### config.mk
export PLATFORM = sky130hd
export DESIGN_NAME = nec_ir_interval_decoder
export DESIGN_NICKNAME = d
export VERILOG_FILES = /design/src/design/nir_pkg.sv /design/src/design/nir_cfg.sv /design/src/design/nir_classify.sv /design/src/design/nir_core.sv /design/src/design/nec_ir_interval_decoder.sv
export SDC_FILE = /design/constraint.sdc
export NUM_CORES = 1
export LEC_CHECK = 0
export ABC_CLOCK_PERIOD_IN_PS = 8500
export BUFFER_PORTS_ARGS = -buffer_cell sky130_fd_sc_hd__buf_2
export CAP_MARGIN = 5
export CORE_MARGIN = 3
export CORE_UTILIZATION = 45
export DETAILED_ROUTE_END_ITERATION = 7
export PLACE_DENSITY = 0.65
export SYNTH_ARGS = -nofsm -noshare
export SYNTH_HDL_FRONTEND = slang
export SYNTH_SLANG_ARGS = --single-unit
### constraint.sdc
create_clock -name clk -period 8.5 [get_ports clk]
set_input_delay 1.7 -clock clk [delete_from_list [all_inputs] [get_ports clk]]
set_output_delay 1.7 -clock clk [all_outputs]
set_load 0.01 [all_outputs]
### src/design/nir_pkg.sv
// Shared types, constants and helper functions for the NEC IR interval decoder.
`default_nettype none

package nir_pkg;

    localparam int unsigned CFG_WIDTH   = 16;
    localparam int unsigned IDX_WIDTH   = 3;
    localparam int unsigned IV_WIDTH    = 16;
    localparam int unsigned FRAME_WIDTH = 32;
    localparam int unsigned CNT_WIDTH   = 5;

    localparam logic [CFG_WIDTH-1:0] START_TARGET_RST  = 16'd13500;
    localparam logic [CFG_WIDTH-1:0] START_TOL_RST     = 16'd1000;
    localparam logic [CFG_WIDTH-1:0] REPEAT_TARGET_RST = 16'd11250;
    localparam logic [CFG_WIDTH-1:0] REPEAT_TOL_RST    = 16'd1000;
    localparam logic [CFG_WIDTH-1:0] ZERO_TARGET_RST   = 16'd1125;
    localparam logic [CFG_WIDTH-1:0] ONE_TARGET_RST    = 16'd2250;
    localparam logic [CFG_WIDTH-1:0] BIT_TOL_RST       = 16'd300;

    localparam logic [CNT_WIDTH-1:0] LAST_BIT = 5'd31;

    typedef enum logic [IDX_WIDTH-1:0] {
        REG_START_TARGET  = 3'd0,
        REG_START_TOL     = 3'd1,
        REG_REPEAT_TARGET = 3'd2,
        REG_REPEAT_TOL    = 3'd3,
        REG_ZERO_TARGET   = 3'd4,
        REG_ONE_TARGET    = 3'd5,
        REG_BIT_TOL       = 3'd6
    } reg_idx_t;

    typedef enum logic [1:0] {
        ST_NONE   = 2'd0,
        ST_FRAME  = 2'd1,
        ST_REPEAT = 2'd2,
        ST_ERROR  = 2'd3
    } status_t;

    typedef struct packed {
        logic [CFG_WIDTH-1:0] start_target;
        logic [CFG_WIDTH-1:0] start_tolerance;
        logic [CFG_WIDTH-1:0] repeat_target;
        logic [CFG_WIDTH-1:0] repeat_tolerance;
        logic [CFG_WIDTH-1:0] zero_target;
        logic [CFG_WIDTH-1:0] one_target;
        logic [CFG_WIDTH-1:0] bit_tolerance;
    } cfg_t;

    typedef struct packed {
        logic is_start;
        logic is_repeat;
        logic is_zero;
        logic is_one;
    } win_t;

    function automatic logic nir_in_window(
        input logic [IV_WIDTH-1:0]  v,
        input logic [CFG_WIDTH-1:0] target,
        input logic [CFG_WIDTH-1:0] tol
    );
        logic [CFG_WIDTH-1:0] diff;
        diff = (v >= target) ? (v - target) : (target - v);
        return diff <= tol;
    endfunction

    function automatic logic nir_check(input logic [FRAME_WIDTH-1:0] w);
        return (w[7:0] == ~w[15:8]) && (w[23:16] == ~w[31:24]);
    endfunction

endpackage

`default_nettype wire

### src/design/nir_cfg.sv
// Configuration register file holding the window targets and tolerances.
`default_nettype none

module nir_cfg
    import nir_pkg::*;
(
    input  wire logic                 clk,
    input  wire logic                 rst_n,
    input  wire logic                 cfg_we,
    input  wire logic [IDX_WIDTH-1:0] cfg_index,
    input  wire logic [CFG_WIDTH-1:0] cfg_data,
    output cfg_t                      cfg
);

    cfg_t cfg_reg;
    cfg_t cfg_next;

    always_comb
    begin
        cfg_next = cfg_reg;
        if (cfg_we)
        begin
            case (cfg_index)
                REG_START_TARGET:  cfg_next.start_target     = cfg_data;
                REG_START_TOL:     cfg_next.start_tolerance  = cfg_data;
                REG_REPEAT_TARGET: cfg_next.repeat_target    = cfg_data;
                REG_REPEAT_TOL:    cfg_next.repeat_tolerance = cfg_data;
                REG_ZERO_TARGET:   cfg_next.zero_target      = cfg_data;
                REG_ONE_TARGET:    cfg_next.one_target       = cfg_data;
                REG_BIT_TOL:       cfg_next.bit_tolerance    = cfg_data;
                default:           cfg_next = cfg_reg;
            endcase
        end
    end

    always_ff @(posedge clk or negedge rst_n)
    begin
        if (!rst_n)
        begin
            cfg_reg.start_target     <= START_TARGET_RST;
            cfg_reg.start_tolerance  <= START_TOL_RST;
            cfg_reg.repeat_target    <= REPEAT_TARGET_RST;
            cfg_reg.repeat_tolerance <= REPEAT_TOL_RST;
            cfg_reg.zero_target      <= ZERO_TARGET_RST;
            cfg_reg.one_target       <= ONE_TARGET_RST;
            cfg_reg.bit_tolerance    <= BIT_TOL_RST;
        end
        else
        begin
            cfg_reg <= cfg_next;
        end
    end

    assign cfg = cfg_reg;

endmodule

`default_nettype wire

### src/design/nir_classify.sv
// Window classifier that compares one interval against the four timing windows.
`default_nettype none

module nir_classify
    import nir_pkg::*;
(
    input  wire logic [IV_WIDTH-1:0] interval,
    input  cfg_t                     cfg,
    output win_t                     win
);

    always_comb
    begin
        win.is_start  = nir_in_window(interval, cfg.start_target, cfg.start_tolerance);
        win.is_repeat = nir_in_window(interval, cfg.repeat_target, cfg.repeat_tolerance);
        win.is_zero   = nir_in_window(interval, cfg.zero_target, cfg.bit_tolerance);
        win.is_one    = nir_in_window(interval, cfg.one_target, cfg.bit_tolerance);
    end

endmodule

`default_nettype wire

### src/design/nir_core.sv
// Frame collection state, repeat memory and the registered result stage.
`default_nettype none

module nir_core
    import nir_pkg::*;
(
    input  wire logic                   clk,
    input  wire logic                   rst_n,
    input  wire logic                   item_valid,
    input  win_t                        win,
    output logic                        out_free,
    output logic                        out_valid,
    input  wire logic                   out_stall,
    output logic [1:0]                  status,
    output logic [FRAME_WIDTH-1:0]      frame_word,
    output logic                        frame_ok,
    output logic [7:0]                  address,
    output logic [7:0]                  command_byte
);

    logic [FRAME_WIDTH-1:0] shift_reg;
    logic [FRAME_WIDTH-1:0] shift_next;
    logic [CNT_WIDTH-1:0]   cnt_reg;
    logic [CNT_WIDTH-1:0]   cnt_next;
    logic                   coll_reg;
    logic                   coll_next;
    logic [FRAME_WIDTH-1:0] last_reg;
    logic [FRAME_WIDTH-1:0] last_next;

    logic                   out_valid_reg;
    logic                   out_valid_next;
    status_t                status_reg;
    status_t                status_next;
    logic [FRAME_WIDTH-1:0] word_reg;
    logic [FRAME_WIDTH-1:0] word_next;
    logic                   ok_reg;

    logic                   take;
    logic [FRAME_WIDTH-1:0] shifted;

    assign out_free = !out_valid_reg || !out_stall;
    assign take     = item_valid && out_free;
    assign shifted  = shift_reg | (FRAME_WIDTH'(win.is_one && !win.is_zero) << cnt_reg);

    always_comb
    begin
        shift_next  = shift_reg;
        cnt_next    = cnt_reg;
        coll_next   = coll_reg;
        last_next   = last_reg;
        status_next = ST_NONE;
        word_next   = '0;
        if (win.is_start)
        begin
            shift_next = '0;
            cnt_next   = '0;
            coll_next  = 1'b1;
        end
        else if (win.is_repeat)
        begin
            if (last_reg != '0)
            begin
                status_next = ST_REPEAT;
                word_next   = last_reg;
            end
            else
            begin
                status_next = ST_ERROR;
            end
        end
        else if (coll_reg)
        begin
            if (win.is_zero || win.is_one)
            begin
                if (cnt_reg == LAST_BIT)
                begin
                    status_next = ST_FRAME;
                    word_next   = shifted;
                    shift_next  = '0;
                    cnt_next    = '0;
                    coll_next   = 1'b0;
                    last_next   = nir_check(shifted) ? shifted : '0;
                end
                else
                begin
                    shift_next = shifted;
                    cnt_next   = cnt_reg + 1'b1;
                end
            end
            else
            begin
                status_next = ST_ERROR;
                shift_next  = '0;
                cnt_next    = '0;
                coll_next   = 1'b0;
            end
        end
    end

    always_comb
    begin
        out_valid_next = out_valid_reg;
        if (take)
        begin
            out_valid_next = 1'b1;
        end
        else if (!out_stall)
        begin
            out_valid_next = 1'b0;
        end
    end

    always_ff @(posedge clk or negedge rst_n)
    begin
        if (!rst_n)
        begin
            shift_reg     <= '0;
            cnt_reg       <= '0;
            coll_reg      <= 1'b0;
            last_reg      <= '0;
            out_valid_reg <= 1'b0;
        end
        else
        begin
            out_valid_reg <= out_valid_next;
            if (take)
            begin
                shift_reg <= shift_next;
                cnt_reg   <= cnt_next;
                coll_reg  <= coll_next;
                last_reg  <= last_next;
            end
        end
    end

    always_ff @(posedge clk)
    begin
        if (take)
        begin
            status_reg <= status_next;
            word_reg   <= word_next;
            ok_reg     <= nir_check(word_next);
        end
    end

    assign out_valid    = out_valid_reg;
    assign status       = status_reg;
    assign frame_word   = word_reg;
    assign frame_ok     = ok_reg;
    assign address      = word_reg[7:0];
    assign command_byte = word_reg[23:16];

    a_idle_empty: assert property (@(posedge clk) disable iff (!rst_n)
        !coll_reg |-> (cnt_reg == '0 && shift_reg == '0))
        else $error("Idle decoder holds partial frame bits.");

    a_last_valid: assert property (@(posedge clk) disable iff (!rst_n)
        (last_reg != '0) |-> nir_check(last_reg))
        else $error("Remembered frame fails its complement check.");

    a_repeat_ok: assert property (@(posedge clk) disable iff (!rst_n)
        (out_valid_reg && status_reg == ST_REPEAT) |-> ok_reg)
        else $error("Repeat transaction carries an invalid frame.");

    a_word_zero: assert property (@(posedge clk) disable iff (!rst_n)
        (out_valid_reg && (status_reg == ST_NONE || status_reg == ST_ERROR))
            |-> (word_reg == '0))
        else $error("Transaction without a frame carries a nonzero word.");

endmodule

`default_nettype wire

### src/design/nec_ir_interval_decoder.sv
// Top level of the NEC IR interval decoder: input register and block wiring.
// A result passes through the interval register and then the registered result stage.
// Throughput: one interval per cycle while the result side does not stall.
// The interval register feeds the window compares and the frame update directly.
// Reset restores the default windows, clears any partial frame and forgets
// the remembered frame; both pipeline stages come up empty.
`default_nettype none

module nec_ir_interval_decoder
    import nir_pkg::*;
(
    input  wire logic                   clk,
    input  wire logic                   rst_n,
    input  wire logic                   cfg_we,
    input  wire logic [IDX_WIDTH-1:0]   cfg_index,
    input  wire logic [CFG_WIDTH-1:0]   cfg_data,
    input  wire logic                   in_valid,
    output logic                        in_stall,
    input  wire logic [IV_WIDTH-1:0]    edge_gap,
    output logic                        out_valid,
    input  wire logic                   out_stall,
    output logic [1:0]                  status,
    output logic [FRAME_WIDTH-1:0]      frame_word,
    output logic                        frame_ok,
    output logic [7:0]                  address,
    output logic [7:0]                  command_byte
);

    cfg_t                cfg;
    win_t                win;
    logic                out_free;
    logic                iv_valid_reg;
    logic                iv_valid_next;
    logic [IV_WIDTH-1:0] iv_reg;

    assign in_stall      = iv_valid_reg && !out_free;
    assign iv_valid_next = in_stall ? iv_valid_reg : in_valid;

    always_ff @(posedge clk or negedge rst_n)
    begin
        if (!rst_n)
        begin
            iv_valid_reg <= 1'b0;
        end
        else
        begin
            iv_valid_reg <= iv_valid_next;
        end
    end

    always_ff @(posedge clk)
    begin
        if (in_valid && !in_stall)
        begin
            iv_reg <= edge_gap;
        end
    end

    nir_cfg u_cfg (
        .clk       (clk),
        .rst_n     (rst_n),
        .cfg_we    (cfg_we),
        .cfg_index (cfg_index),
        .cfg_data  (cfg_data),
        .cfg       (cfg)
    );

    nir_classify u_classify (
        .interval (iv_reg),
        .cfg      (cfg),
        .win      (win)
    );

    nir_core u_core (
        .clk          (clk),
        .rst_n        (rst_n),
        .item_valid   (iv_valid_reg),
        .win          (win),
        .out_free     (out_free),
        .out_valid    (out_valid),
        .out_stall    (out_stall),
        .status       (status),
        .frame_word   (frame_word),
        .frame_ok     (frame_ok),
        .address      (address),
        .command_byte (command_byte)
    );

endmodule

`default_nettype wire

==> impl_metrics.csv, run 1 <==
group,metric,value,unit
finish,drive_above_1_share,16.8,%
synthesis,yosys_warnings,0,
finish,layout_commonest_cell,"ha_1",
finish,largest_reg_flops,112,
hold_path,hp-class,"register to register",
finish,final_cell_mix,"190 x ha_1, 177 x nand2_1, 175 x a21oi_1",
sta,fin_crit_sh,95.2,%
synthesis,syn_area,0.0176,mm2
critical_path,worstPathRequired,8.98,ns
synthesis,synthCells,1949,
sta,fin_ws,0.407,ns
placed_design,preCtsSetupSlack,0.281,ns
floorplanning,rows,71,
floorplanning,die_y,204,um
critical_path,cpPeakStageDelay,0.71,ns
sta,fin_worst_skew,0.0289,ns
cts,cts_buffers,28,
synthesis,async_flop_share,78.3,%
sta,whs,0.501,ns
floorplanning,initial_core_util,46.2,%
synthesis,synth_seq_cells,235,
critical_path,end_kind,"register",
power,p_per_area,269,mW/mm2
grt,antenna_found_initial,3,
job,cap_violations,0,
cts,clock-root-buffer,"clkbuf_16",
synthesis,synth_edf_count,51,
sta,fmax,124,MHz
grt,grt_pass1_wl,86.3,mm
floorplanning,die_w,204,um
route,wirelength,57.0,mm
sta,worstMarginPinSlew,1.43,ns
finish,fin_util,51.5,%
placed_design,portBuffers,92,
finish,finish.net_count,2252,
finish,area_growth,11.5,%
finish,final_cell_count_no_fill,2547,
sta,slew_headroom,3.65,%
critical_path,arrival,8.57,ns
cts,cts_max_level,1,
route,avgRoutedWirePerCell,22.4,um
sta,fin_setup_tns,0,ns
floorplanning,dieArea,0.0414,mm2
sta,hold_viol_final,0,
cts,clock_sinks,235,
sta,setup_viol,0,
critical_path,crit_path_start_kind,"register",
synthesis,yosysTopAreaCellShare,20.1,%
synthesis,synth_top_cell_by_area,"dfrtp_1",
grt,grt_usage,26.7,%
finish,fillCellCount,3692,
placed_design,routabilityCongestion,1.01,
grt,grt_pass1_vias,14506,
sta,fin_crit,8.09,ns
grt,grt_max_degree,106,
route,ant_nets,0,
synthesis,ys_top_cells_by_area,"dfrtp_1 20%, ha_1 14%, edfxtp_1 8.7%",
critical_path,r2r_cells,29,
power,ir_worst_vdd,0.200,mV
grt,overflow,0,
route,initialDrtViolationCount,1479,
route,route.detailed.drc,0,
cts,path_clk_slew,0.07,ns
route,drtPass1Iterations,6,
cts,cts_buffer_depth,3,
placed_design,hpwl,43.5,mm
placed_design,dp_cells,2487,
status,outcome,"finished clean",
sta,finalMaxSlewViolations,0,
cts,cts_tree,"yes",
synthesis,synthFlopType,"dfrtp_1",
hold_path,hold_depth,1,
synthesis,syn_avg_cell_area,9.01,um2
critical_path,critPathKind,"register to register",
synthesis,ys_seq_area_share,35.2,%
synthesis,synth_fp_nets,2187,
power,leakagePower,8.94,nW
floorplanning,io-pin-count,93,
critical_path,crit_slowest_cell,"or4_4",
synthesis,synth_cell_types,81,
finish,diodes,0,
cts,clk_latency,0.59,ns
floorplanning,core_area,0.0380,mm2
critical_path,worstPathMaxFanout,32,
route,vias,15372,
route,routed_via_density,6.04,
-- stage by stage --
step / power [mW] / cell area [um2]
after floorplan: 3.20 / 17600
after global routing: 5.60 / 19600
after global placement: 3.85 / 18500
after detailed placement: 3.89 / 18500
after CTS: 5.21 / 19500
final: 5.26 / 19600
-- worst max-delay path, delay by kind of cell (launching register included) --
kind	cells	cell delay [ns]
AOI/OAI and AO/OA	14	3.33
and+or+nand+nor	5	1.90
buffers and inverters	6	1.23
adders and majority gates	3	0.88
DFF	1	0.47
xor gates and xnor gates	1	0.17
-- where the power goes --
| group | switching, mW | leakage, nW | total [mW] | internal (mW) |
|---|---|---|---|---|
| Combinational | 1.53 | 5.66 | 2.52 | 0.994 |
| Sequential | 0.108 | 2.79 | 1.44 | 1.33 |
| Clock | 0.525 | 0.487 | 1.30 | 0.774 |
-- cells in the mapped netlist (43+ instances only) --
cell	n
ha_1	190
nand2_1	177
a21oi_1	176
o21ai_0	167
inv_1	161
dfrtp_1	141
nor2_1	103
a21o_1	85
clkbuf_1	71
mux2_2	63
edfxtp_1	51
dfstp_2	43
-- final timing paths --
kind	slack, ns	startpoint	endpoint
worst max register to register	0.41	iv_reg[0]$_DFFE_PP_	u_core.last_reg[25]$_DFFE_PN0P_
min in group asynchronous	1.25	rst_n	u_cfg.cfg[28]$_DFFE_PN0P_
max in group asynchronous	5.60	rst_n	u_cfg.cfg[18]$_DFFE_PN0P_
worst max-delay path	0.41	iv_reg[0]$_DFFE_PP_	u_core.last_reg[25]$_DFFE_PN0P_
worst min register to register	0.50	iv_valid_reg$_DFFE_PN0N_	u_core.out_valid$_DFFE_PN0P_
worst min-delay path	0.50	iv_valid_reg$_DFFE_PN0N_	u_core.out_valid$_DFFE_PN0P_
-- per-layer routing --
metal | wire (um) | GRT usage (%)
met2 | 24000 | 39.4
met4 | 1820 | 7.84
met5 | 11 | 0
met3 | 4660 | 4.28
met1 | 26500 | 40.2
-- layout make-up --
cell class / instances / area [um2] / area share, %
repair buffers: 134 / 785 / 4.00
inverters: 161 / 604 / 3.09
clock buffers: 35 / 778 / 3.97
multi-input cells: 1454 / 10400 / 53.0
clock inverters: 17 / 211 / 1.08
well taps: 511 / 639 / 3.26
flip-flops and latches: 235 / 6190 / 31.6
-- kinds of logic (layout without fill, tap and decap cells) --
group | Yosys count | after routing | synth area share (%)
muxes | 83 | 83 | 5.18
AOI/OAI and AO/OA | 624 | 625 | 22.7
adders and majority gates | 198 | 198 | 14.4
xor gates and xnor gates | 59 | 59 | 2.94
DFF | 235 | 235 | 35.2
and+or+nand+nor | 489 | 489 | 13.4
buffers and inverters | 261 | 347 | 6.08
-- timing repair --
item | in CTS | in global routing
gates resized for setup | 0 | 3
hold buffers | 0 | 0
buffers inserted | 0 | 7
endpoints found under the setup margin | 0 | 32
No activity file was read; power rests on OpenSTA's default activity.
==> run 2: changes to the inputs <==
--- a/config.mk
+++ b/config.mk
@@ -8,10 +8,11 @@
 export ABC_CLOCK_PERIOD_IN_PS = 8500
 export BUFFER_PORTS_ARGS = -buffer_cell sky130_fd_sc_hd__buf_2
 export CAP_MARGIN = 5
+export CORE_ASPECT_RATIO = 1.25
 export CORE_MARGIN = 3
-export CORE_UTILIZATION = 45
+export CORE_UTILIZATION = 30
 export DETAILED_ROUTE_END_ITERATION = 7
-export PLACE_DENSITY = 0.65
+export PLACE_DENSITY = 0.48
 export SYNTH_ARGS = -nofsm -noshare
 export SYNTH_HDL_FRONTEND = slang
 export SYNTH_SLANG_ARGS = --single-unit
==> impl_metrics.csv, run 2 (synthesis gave the netlist of run 1 again) <==
group,metric,value,unit
status,outcome,"finished clean",
sta,fmax,124,MHz
hold_path,hp-class,"register to register",
grt,antenna_found_initial,0,
sta,setup_viol,0,
power,ir_worst_vdd,0.196,mV
cts,path_clk_slew,0.07,ns
finish,drive_above_1_share,16.5,%
cts,clock_sinks,235,
power,power_switching_share,42.0,%
route,wirelength,63.2,mm
floorplanning,core_area,0.0575,mm2
critical_path,crit_path_start_kind,"register",
cts,clk_latency,0.57,ns
route,drtPass1Iterations,6,
power,p_sw,2.20,mW
sta,finalMaxSlewViolations,0,
floorplanning,dieArea,0.0615,mm2
placed_design,portBuffers,92,
sta,fin_crit_sh,94.8,%
finish,largest_reg_flops,112,
finish,finish.net_count,2250,
finish,final_cell_mix,"190 x ha_1, 177 x nand2_1, 176 x a21oi_1",
floorplanning,rows,98,
grt,grt_pass1_wl,95.3,mm
floorplanning,die_y,277,um
cts,cts_max_level,1,
finish,fillCellCount,5959,
critical_path,worstPathRequired,8.99,ns
sta,slew_headroom,23.3,%
cts,holdBufCountCts,0,
power,p_per_area,265,mW/mm2
power,combPwrFrac,48.8,%
route,avgRoutedWirePerCell,22.7,um
finish,regArea,0.00619,mm2
power,internal_power,3.04,mW
sta,hold_viol_final,0,
sta,fin_crit,8.06,ns
sta,fin_worst_skew,0.0211,ns
job,cap_violations,0,
critical_path,r2r_cells,27,
critical_path,critPathKind,"register to register",
cts,clock-root-buffer,"clkbuf_16",
floorplanning,die_w,222,um
grt,grt_max_degree,87,
finish,layout_commonest_cell,"ha_1",
route,routed_via_density,5.36,
power,pwr-share-seq,27.5,%
route,vias,14909,
sta,worstMarginPinSlew,1.14,ns
finish,diodes,0,
finish,final_cell_count_no_fill,2784,
placed_design,dp_cells,2726,
placed_design,routabilityCongestion,0.923,
critical_path,arrival,8.55,ns
cts,cts_tree,"yes",
grt,overflow,0,
cts,cts_buffer_depth,3,
critical_path,worstPathMaxFanout,32,
floorplanning,initial_core_util,30.5,%
placed_design,hpwl,47.7,mm
hold_path,hold_depth,1,
floorplanning,io-pin-count,93,
route,ant_nets,0,
placed_design,preCtsSetupSlack,0.236,ns
critical_path,end_kind,"register",
route,route.detailed.drc,0,
finish,area_growth,12.8,%
sta,fin_ws,0.442,ns
grt,grt_pass1_vias,15153,
grt,grt_usage,20.0,%
critical_path,crit_slowest_cell,"or4_4",
cts,cts_buffers,28,
critical_path,cpPeakStageDelay,0.79,ns
power,leakagePower,8.88,nW
route,initialDrtViolationCount,988,
power,power.share.clock,23.7,%
finish,multi_input_area,0.0104,mm2
-- run 2: cell type report --
cell class	count	share of cell area (%)
well taps	750	4.74
inverters	161	3.05
multi-input cells	1453	52.4
flip-flops and latches	235	31.2
clock inverters	17	0.915
repair buffers	133	3.92
clock buffers	35	3.78
-- run 2: critical path: cells and delay by family (launching register included) --
kind	cells	cell delay, ns
AO/OA/AOI/OAI	16	4.11
XOR/XNOR	1	0.24
adder cells (fa/ha/maj)	3	0.90
buffers and inverters	3	0.52
flip-flops	1	0.50
multiplexers	1	0.34
AND/OR/NAND/NOR	3	1.37
-- run 2: per-layer routing --
layer / part of all wire, % / global-route usage (%) / wire length [um] / vias to the layer above
li1: - / - / - / 7090
met1: 42 / 24.6 / 26800 / 7316
met2: 49 / 35.5 / 31000 / 379
met3: 3.6 / 1.93 / 2270 / 124
met4: 5.0 / 8.69 / 3170 / 0
met5: 0 / 0 / 0 / -
-- run 2: through the flow --
stage / TNS [ns] / power, mW / utilization [%] / cell area (um2) / hold WS [ns]
after detailed placement: 0 / 3.96 / 32.7 / 18800 / 0.493
after CTS: 0 / 5.25 / 34.3 / 19700 / 0.507
after floorplan: 0 / 3.20 / - / 17600 / 0.457
final: 0 / 5.24 / 34.5 / 19800 / 0.499
after global routing: -0.00782 / 5.64 / 34.5 / 19800 / 0.513
after global placement: 0 / 3.94 / 32.7 / 18800 / 0.476
-- run 2: power groups by stage --
stage / Sequential, mW / Combinational (mW) / Clock [mW]
global placement: 1.46 / 2.48 / 0
floorplan: 1.42 / 1.78 / 0
global route: 1.46 / 2.85 / 1.33
finish: 1.44 / 2.56 / 1.24
detailed placement: 1.46 / 2.50 / 0
CTS: 1.44 / 2.52 / 1.29
-- run 2: timing repair --
action	in CTS	in global routing
endpoints found under the setup margin	0	33
buffers inserted	0	6
resized for setup	0	6
-- run 2: worst paths after layout --
kind,start,end,slack (ns)
setup / recovery,iv_reg[0]$_DFFE_PP_,u_core.last_reg[25]$_DFFE_PN0P_,0.44
hold / removal,iv_valid_reg$_DFFE_PN0N_,u_core.out_valid$_DFFE_PN0P_,0.50
max in group asynchronous,rst_n,u_core.last_reg[19]$_DFFE_PN0P_,5.98
min in group asynchronous,rst_n,u_cfg.cfg[61]$_DFFE_PN0P_,1.18
setup reg to reg,iv_reg[0]$_DFFE_PP_,u_core.last_reg[25]$_DFFE_PN0P_,0.44
hold reg to reg,iv_valid_reg$_DFFE_PN0N_,u_core.out_valid$_DFFE_PN0P_,0.50
